==> src/rtl/rau_pkg.sv <==
// package for the rational arithmetic unit: payload types, codes, constants
`default_nettype none
package rau_pkg;
    localparam int unsigned WIDTH_DEF = 32;
    localparam int unsigned NUM_W = 32;
    localparam int unsigned DEN_W = 31;
    localparam int unsigned ACC_W = 64;

    typedef enum logic [1:0] {
        CMD_ADD = 2'd0,
        CMD_SUB = 2'd1,
        CMD_MUL = 2'd2,
        CMD_DIV = 2'd3
    } cmd_t;

    typedef enum logic [1:0] {
        ST_OK    = 2'd0,
        ST_DIVZ  = 2'd1,
        ST_OVFL  = 2'd2,
        ST_RSVD  = 2'd3
    } status_t;

    typedef struct packed {
        logic [1:0]        cmd;
        logic signed [31:0] a_num;
        logic [30:0]       a_den;
        logic signed [31:0] b_num;
        logic [30:0]       b_den;
    } in_word_t;

    typedef struct packed {
        logic signed [31:0] res_num;
        logic [30:0]       res_den;
        logic [1:0]        status;
    } out_word_t;
endpackage
`default_nettype wire

==> src/rtl/rau_mul.sv <==
// bit-serial shift-add multiplier for 32 by 32 bit unsigned magnitudes
`default_nettype none
module rau_mul (
    input  wire logic        clk,
    input  wire logic        rst_n,
    input  wire logic        go,
    input  wire logic [31:0] x,
    input  wire logic [31:0] y,
    output logic             done,
    output logic [63:0]      prod
);
    logic [63:0] acc_reg;
    logic [31:0] y_reg;
    logic [31:0] x_reg;
    logic [5:0]  cnt_reg;
    logic        run_reg;

    always_ff @(posedge clk or negedge rst_n)
    begin
        if (!rst_n)
        begin
            run_reg <= 1'b0;
            cnt_reg <= '0;
            done    <= 1'b0;
        end
        else
        begin
            done <= 1'b0;
            if (go)
            begin
                run_reg <= 1'b1;
                cnt_reg <= '0;
            end
            else if (run_reg)
            begin
                cnt_reg <= cnt_reg + 6'd1;
                if (cnt_reg == 6'd31)
                begin
                    run_reg <= 1'b0;
                    done    <= 1'b1;
                end
            end
        end
    end

    // one multiplier bit per cycle, msb first
    always_ff @(posedge clk)
    begin
        if (go)
        begin
            acc_reg <= '0;
            x_reg   <= x;
            y_reg   <= y;
        end
        else if (run_reg)
        begin
            acc_reg <= {acc_reg[62:0], 1'b0} + (y_reg[31] ? {32'd0, x_reg} : 64'd0);
            y_reg   <= {y_reg[30:0], 1'b0};
        end
    end

    assign prod = acc_reg;
endmodule
`default_nettype wire

==> src/rtl/rational_arith_unit.sv <==
// top level of the rational arithmetic unit: products, gcd reduction, result check
//
// channel | direction | handshake              | payload
// cmd     | in        | start high, busy low   | in_word   (in_word_t)
// result  | out       | done strobe, one cycle | out_word  (out_word_t)
//
// a word with a zero denominator or a zero divisor goes straight to the result check
// a zero result skips the gcd and the divisions; any other word goes through:
// two or three serial products, a binary gcd over 64-bit magnitudes
// (one shift or subtract per cycle, then a shift back by the common power of two),
// and two restoring divisions of 64 quotient bits each by the gcd.
// busy is high from acceptance until the done cycle; reset clears the state register,
// busy and done; the receiver cannot stall, so done is a single-cycle strobe.
`default_nettype none
module rational_arith_unit #(
    parameter int unsigned WIDTH = rau_pkg::WIDTH_DEF
) (
    input  wire logic               clk,
    input  wire logic               rst_n,
    input  wire logic               start,
    input  wire rau_pkg::in_word_t  in_word,
    output logic                    busy,
    output logic                    done,
    output rau_pkg::out_word_t      out_word
);
    typedef enum logic [3:0] {
        S_IDLE, S_M1, S_M1W, S_M2, S_M2W, S_M3, S_M3W, S_SUM,
        S_GCD, S_GSH, S_DIV, S_CHK
    } state_t;

    state_t state_reg;
    rau_pkg::in_word_t in_reg;
    logic        an_neg_reg, bn_neg_reg;
    logic [31:0] an_mag_reg, bn_mag_reg;
    logic [63:0] p1_reg, p2_reg;
    logic [63:0] mn_reg, md_reg;
    logic [63:0] gx_reg, gy_reg;
    logic [6:0]  gk_reg;
    logic        neg_reg;
    logic [63:0] q_reg, rem_reg, dv_reg;
    logic [6:0]  dc_reg;
    logic        dsel_reg;
    logic [63:0] qn_reg;

    logic        mgo;
    logic [31:0] mx, my;
    logic        mdone;
    logic [63:0] mprod;

    rau_mul u_mul (
        .clk   (clk),
        .rst_n (rst_n),
        .go    (mgo),
        .x     (mx),
        .y     (my),
        .done  (mdone),
        .prod  (mprod)
    );

    logic [63:0] limit;
    logic [63:0] rsub;
    logic        is_sub;
    logic [63:0] s_pos, s_neg;
    assign limit  = 64'd1 << (WIDTH - 1);
    assign is_sub = (in_reg.cmd == rau_pkg::CMD_SUB);
    assign rsub   = {rem_reg[62:0], q_reg[63]} - dv_reg;
    assign s_pos  = p1_reg;
    assign s_neg  = p2_reg;

    always_comb
    begin
        mgo = 1'b0;
        mx  = an_mag_reg;
        my  = {1'b0, in_reg.b_den};
        unique case (state_reg)
            S_M1:
            begin
                mgo = 1'b1;
                if (in_reg.cmd == rau_pkg::CMD_MUL)
                    my = bn_mag_reg;
            end
            S_M2:
            begin
                mgo = 1'b1;
                mx  = bn_mag_reg;
                my  = {1'b0, in_reg.a_den};
                if (in_reg.cmd == rau_pkg::CMD_MUL)
                    mx = {1'b0, in_reg.b_den};
                else if (in_reg.cmd == rau_pkg::CMD_DIV)
                    mx = bn_mag_reg;
            end
            S_M3:
            begin
                mgo = 1'b1;
                mx  = {1'b0, in_reg.a_den};
                my  = {1'b0, in_reg.b_den};
            end
            default: ;
        endcase
    end

    // signed sum of two magnitude products
    logic        sa, sb;
    logic [64:0] sum_v;
    always_comb
    begin
        sa = an_neg_reg;
        sb = bn_neg_reg ^ is_sub;
        if (sa == sb)
            sum_v = {sa, s_pos + s_neg};
        else if (s_pos >= s_neg)
            sum_v = {sa, s_pos - s_neg};
        else
            sum_v = {sb, s_neg - s_pos};
    end

    always_ff @(posedge clk or negedge rst_n)
    begin
        if (!rst_n)
        begin
            state_reg <= S_IDLE;
            busy      <= 1'b0;
            done      <= 1'b0;
        end
        else
        begin
            done <= 1'b0;
            unique case (state_reg)
                S_IDLE:
                begin
                    if (start && !busy)
                    begin
                        in_reg     <= in_word;
                        an_neg_reg <= in_word.a_num[31];
                        bn_neg_reg <= in_word.b_num[31];
                        an_mag_reg <= in_word.a_num[31] ? 32'd0 - in_word.a_num : in_word.a_num;
                        bn_mag_reg <= in_word.b_num[31] ? 32'd0 - in_word.b_num : in_word.b_num;
                        busy       <= 1'b1;
                        if (in_word.a_den == '0 || in_word.b_den == '0 ||
                            (in_word.cmd == rau_pkg::CMD_DIV && in_word.b_num == '0))
                        begin
                            out_word <= '{32'sd0, 31'd1, rau_pkg::ST_DIVZ};
                            state_reg <= S_CHK;
                            dsel_reg  <= 1'b1;
                        end
                        else
                        begin
                            dsel_reg  <= 1'b0;
                            state_reg <= S_M1;
                        end
                    end
                end
                S_M1: state_reg <= S_M1W;
                S_M1W:
                    if (mdone)
                    begin
                        p1_reg    <= mprod;
                        state_reg <= S_M2;
                    end
                S_M2: state_reg <= S_M2W;
                S_M2W:
                    if (mdone)
                    begin
                        p2_reg <= mprod;
                        if (in_reg.cmd == rau_pkg::CMD_MUL)
                        begin
                            mn_reg    <= p1_reg;
                            md_reg    <= mprod;
                            neg_reg   <= an_neg_reg ^ bn_neg_reg;
                            state_reg <= S_SUM;
                        end
                        else if (in_reg.cmd == rau_pkg::CMD_DIV)
                        begin
                            mn_reg    <= p1_reg;
                            md_reg    <= {mprod[63:0]};
                            state_reg <= S_M3;
                        end
                        else
                            state_reg <= S_M3;
                    end
                S_M3: state_reg <= S_M3W;
                S_M3W:
                    if (mdone)
                    begin
                        if (in_reg.cmd == rau_pkg::CMD_DIV)
                        begin
                            // rd = a_den * b_num: p2 held a_den * |b_num|
                            mn_reg  <= p1_reg;
                            md_reg  <= p2_reg;
                            neg_reg <= an_neg_reg ^ bn_neg_reg;
                        end
                        else
                        begin
                            mn_reg  <= sum_v[63:0];
                            md_reg  <= mprod;
                            neg_reg <= sum_v[64];
                        end
                        state_reg <= S_SUM;
                    end
                S_SUM:
                begin
                    if (mn_reg == '0)
                    begin
                        out_word  <= '{32'sd0, 31'd1, rau_pkg::ST_OK};
                        dsel_reg  <= 1'b1;
                        state_reg <= S_CHK;
                    end
                    else
                    begin
                        gx_reg    <= mn_reg;
                        gy_reg    <= md_reg;
                        gk_reg    <= '0;
                        state_reg <= S_GCD;
                    end
                end
                S_GCD:
                begin
                    // binary gcd: one shift or subtract per cycle
                    if (gx_reg[0] == 1'b0 && gy_reg[0] == 1'b0)
                    begin
                        gx_reg <= gx_reg >> 1;
                        gy_reg <= gy_reg >> 1;
                        gk_reg <= gk_reg + 7'd1;
                    end
                    else if (gx_reg[0] == 1'b0)
                        gx_reg <= gx_reg >> 1;
                    else if (gy_reg[0] == 1'b0)
                        gy_reg <= gy_reg >> 1;
                    else if (gx_reg == gy_reg)
                        state_reg <= S_GSH;
                    else if (gx_reg > gy_reg)
                        gx_reg <= (gx_reg - gy_reg) >> 1;
                    else
                        gy_reg <= (gy_reg - gx_reg) >> 1;
                end
                S_GSH:
                begin
                    if (gk_reg != '0)
                    begin
                        gx_reg <= gx_reg << 1;
                        gk_reg <= gk_reg - 7'd1;
                    end
                    else
                    begin
                        dv_reg    <= gx_reg;
                        q_reg     <= mn_reg;
                        rem_reg   <= '0;
                        dc_reg    <= '0;
                        dsel_reg  <= 1'b0;
                        state_reg <= S_DIV;
                    end
                end
                S_DIV:
                begin
                    // restoring division, one quotient bit per cycle
                    if (!rsub[63] || rem_reg[63])
                    begin
                        rem_reg <= rsub;
                        q_reg   <= {q_reg[62:0], 1'b1};
                    end
                    else
                    begin
                        rem_reg <= {rem_reg[62:0], q_reg[63]};
                        q_reg   <= {q_reg[62:0], 1'b0};
                    end
                    dc_reg <= dc_reg + 7'd1;
                    if (dc_reg == 7'd63)
                    begin
                        dc_reg <= '0;
                        if (!dsel_reg)
                        begin
                            qn_reg   <= (!rsub[63] || rem_reg[63]) ? {q_reg[62:0], 1'b1}
                                                                  : {q_reg[62:0], 1'b0};
                            q_reg    <= md_reg;
                            rem_reg  <= '0;
                            dsel_reg <= 1'b1;
                        end
                        else
                        begin
                            md_reg    <= (!rsub[63] || rem_reg[63]) ? {q_reg[62:0], 1'b1}
                                                                   : {q_reg[62:0], 1'b0};
                            dsel_reg  <= 1'b0;
                            state_reg <= S_CHK;
                        end
                    end
                end
                S_CHK:
                begin
                    if (!dsel_reg)
                    begin
                        if (md_reg > limit - 64'd1 ||
                            qn_reg > (neg_reg ? limit : limit - 64'd1))
                            out_word <= '{32'sd0, 31'd1, rau_pkg::ST_OVFL};
                        else
                            out_word <= '{neg_reg ? 32'd0 - qn_reg[31:0] : qn_reg[31:0],
                                          md_reg[30:0], rau_pkg::ST_OK};
                    end
                    done      <= 1'b1;
                    busy      <= 1'b0;
                    state_reg <= S_IDLE;
                end
                default: state_reg <= S_IDLE;
            endcase
        end
    end

    a_busy_done: assert property (@(posedge clk) disable iff (!rst_n) done |-> !busy)
        else $error("done while busy");
    a_done_prev: assert property (@(posedge clk) disable iff (!rst_n) done |-> $past(busy))
        else $error("done without a word in flight");
    a_den_pos: assert property (@(posedge clk) disable iff (!rst_n)
        done |-> out_word.res_den != '0)
        else $error("zero result denominator");
    a_err_zero: assert property (@(posedge clk) disable iff (!rst_n)
        (done && out_word.status != rau_pkg::ST_OK) |-> out_word.res_num == '0)
        else $error("error word with nonzero numerator");
endmodule
`default_nettype wire

==> config.mk <==
export PLATFORM = sky130hd
export DESIGN_NAME = rational_arith_unit
export DESIGN_NICKNAME = d
export VERILOG_FILES = /design/src/rtl/rau_pkg.sv /design/src/rtl/rau_mul.sv /design/src/rtl/rational_arith_unit.sv
export SDC_FILE = /design/constraint.sdc
export NUM_CORES = 2
export LEC_CHECK = 0
export BUFFER_PORTS_ARGS = -buffer_cell sky130_fd_sc_hd__buf_2
export CELL_PAD_IN_SITES_DETAIL_PLACEMENT = 1
export CELL_PAD_IN_SITES_GLOBAL_PLACEMENT = 1
export CORE_MARGIN = 2
export CORE_UTILIZATION = 50
export CTS_CLUSTER_SIZE = 40
export DETAILED_ROUTE_END_ITERATION = 12
export PLACE_DENSITY = 0.79
export SLEW_MARGIN = 15
export SYNTH_ARGS = -nofsm -noshare
export SYNTH_HDL_FRONTEND = slang
export SYNTH_SLANG_ARGS = --single-unit
==> constraint.sdc <==
create_clock -name clk -period 9.3 [get_ports clk]
set_clock_uncertainty 0.2 [all_clocks]
set_input_delay 0.93 -clock clk [delete_from_list [all_inputs] [get_ports clk]]
set_output_delay 0.93 -clock clk [all_outputs]
set_load 0.02 [all_outputs]
==> impl_metrics.yaml <==
synth:
  synth_nets: 7910
  synth_area_um2: 68000
  syn_area_per_cell_um2: 9.30
  ys.flop_type: "edfxtp_1"
  ys_types: 99
  yosysWarnings: 0
  ys_ff_latch: 993
  synthArstFlopShare_pct: 1.41
  syn_inst: 7316
  synth-edff-count: 915
  ys_seq_area_share_pct: 42.8
finish:
  nNetsFinal: 7895
  largest_register_ffs: 65
  largest_register: "out_word"
  areaGrowthSynthToFinish_pct: 9.33
  fin_area_um2: 74400
  final_cell_count_no_fill: 9180
  fillCellCount: 15400
  post-route-util_pct: 55.0
  drive_gt1_share_pct: 7.33
detailed_routing:
  drtIter0Drc: 7197
  routed_wl_mm: 260
  drt-pass1-iter-count: 5
  drcViolationCount: 0
  antenna_left: 0
  detail_route.wl_per_cell_um: 28.3
  vias: 60600
  vias_per_cell: 6.60
timing:
  setup_ws_ns: 3.32
  fin_hold_ws_ns: 0.138
  period_share_pct: 64.3
  fmax_mhz: 167
  worstMarginPinSlew_ns: 1.23
  hold_viol: 0
  setup_viol: 0
  report.final.slew_viol_count: 0
  rsz0062_at_grt: "false"
  tns_ns: 0
  slew_headroom_pct: 18.0
  finalCriticalPeriod_ns: 5.98
power_and_ir_drop:
  p_leak_nw: 29.5
  power_mw: 19.1
  p_int_mw: 11.3
  p_per_area_nw_per_um2: 257
  swShare_pct: 41.1
  pwr-share-clk_pct: 24.6
  p_comb_share_pct: 39.2
  p_switching_mw: 7.87
  pwr-share-seq_pct: 36.3
  peakVddDrop_mv: 0.176
worst_hold_path:
  min_path_type: "input pin to flip-flop"
grt:
  grt_overflow: 0
  grt_max_degree: 80
  antenna_found_initial: 13
  grt_pass1_vias: 60600
  grt.total_usage_pct: 36.2
  grt_pass1_wl_mm: 388
setup_path:
  arrival_ns: 6.28
  cp.required_ns: 9.60
  criticalPathCategory: "flip-flop to flip-flop"
  crit_path_start_kind: "flip-flop"
  path_max_fanout: 32
  crit_path_end_kind: "flip-flop"
clocking:
  cts_made_buffers: 111
  cts_root_buf: "clkbuf_16"
  cts.htree.levels: 3
  cts_resized: 0
  cts_buffer_depth: 3
  cts.sinks: 993
  post_cts_buffers: 0
  cts_tree: "done"
  clock_latency_ns: 0.78
  cts.reportedPaths.clkPinSlew_ns: 0.07
flow_run:
  max_cap_violations: 0
floorplanning:
  die_h_um: 373
  core_um2: 135000
  ios: 198
  die-area_um2: 139000
  row_count: 135
  die_width_um: 373
  initial_utilization_pct: 50.3
place:
  place_area_um2: 70500
  dp_slack_ns: 3.37
  place_inst: 8968
  io_buffers: 197
  gp_congestion: 1.03
  hpwl_mm: 195
outcome:
  status: "complete, no violations"
worst max-delay path: stages (launching register included):
cell	delay, ns
edfxtp_1	0.44
ha_1	0.64
nand4_1	0.23
or3_1	0.46
or2_1	0.30
nor4_1	0.64
nor4_1	0.28
o211ai_1	0.36
and2_2	0.61
buf_4	0.59
mux2_2	0.42
o31ai_1	0.19
a21oi_1	0.09
xnor2_1	0.14
o21ai_1	0.07
power groups by stage:
stage	registers, mW	clock network (mW)	logic [mW]
final	6.94	4.70	7.50
after global routing	6.99	4.89	8.13
after CTS	6.89	4.74	7.36
after detailed placement	6.98	0	7.27
after global placement	6.92	0	7.05
after floorplan	6.55	0	5.09
cell families (layout without fill, tap and decap cells):
logic type	count (synthesis)	after routing	synth area share [%]
AO/OA/AOI/OAI	2294	2294	21.5
XOR/XNOR	387	387	5.00
adder cells (fa/ha/maj)	463	463	8.60
buffers and inverters	883	965	4.91
flip-flops	993	993	42.8
multiplexers	201	201	2.97
other	0	1	0
AND/OR/NAND/NOR	2095	2095	14.3
cell usage after synthesis (69+ instances only):
cell / n / share of area (%)
o21bai_1: 102 / 1.1
o31ai_1: 69 / 0.76
nor4_1: 85 / 0.78
a21o_1: 179 / 2.0
nand3_1: 101 / 0.74
and3_1: 85 / 0.78
o21ai_1: 118 / 0.87
mux2i_1: 197 / 2.9
a21oi_1: 680 / 5.0
nor3_1: 130 / 0.96
a221oi_1: 95 / 1.2
nand2_1: 711 / 3.9
xor2_1: 125 / 1.6
edfxtp_1: 915 / 40
ha_1: 455 / 8.4
a221o_1: 72 / 1.1
nor2_1: 590 / 3.3
xnor2_1: 261 / 3.4
clkbuf_1: 349 / 1.9
o21ai_0: 490 / 3.6
inv_1: 471 / 2.6
nand4_1: 111 / 1.0
metal layers:
metal / share of wire [%] / GRT usage, %
met4: 4.1 / 14.2
met5: 0.011 / 0
met2: 44 / 54.8
met3: 9.0 / 6.45
met1: 43 / 51.4
repair_timing:
item / 4_1_cts / 5_1_grt
hold endpoints to repair: 14 / 0
endpoints found under the setup margin: 0 / 0
hold buffers: 1 / 0
layout by cell type (no fill, tap or decap), drive strengths merged, types with 53 or more instances in the layout:
cell	netlist	routed
nor4	85	85
xnor2	261	261
clkbuf	349	151
inv	481	483
nor2	591	591
dfxtp	64	64
o21a	54	54
o31ai	72	72
o21bai	102	102
o211ai	67	67
a21oi	681	681
a211oi	65	65
nor3	130	130
nand3	101	101
a221o	72	72
a21o	179	179
nand4	111	111
buf	53	273
nand2	711	711
ha	455	455
and3	85	85
mux2i	197	197
a221oi	95	95
xor2	125	125
and2	53	53
edfxtp	915	915
o21ai	608	608
cell type report:
class	count	area (um2)	share of cell area, %
Clock buffer	151	3130	4.21
Clock inverter	59	733	0.986
Timing Repair Buffer	274	1570	2.11
Multi-Input combinational cell	5440	35800	48.1
Inverter	481	1810	2.43
Tap cell	1781	2230	3.00
Sequential cell	993	29100	39.1
Antenna cell	1	2.50	0.00336
path summary, 6_finish.rpt:
kind                       startpoint  depth (start not counted)            end  slack, ns
hold / removal             in_word[2]                          1      in_reg[2]       0.14
min in group asynchronous       rst_n                          3  u_mul.run_reg       0.62
setup / recovery           p2_reg[14]                         14      mn_reg[4]       3.32
setup reg to reg           p2_reg[14]                         14      mn_reg[4]       3.32
hold reg to reg             q_reg[34]                          0     qn_reg[35]       0.25
max in group asynchronous       rst_n                          3  u_mul.run_reg       8.00
(Power assumes the default switching activity.)
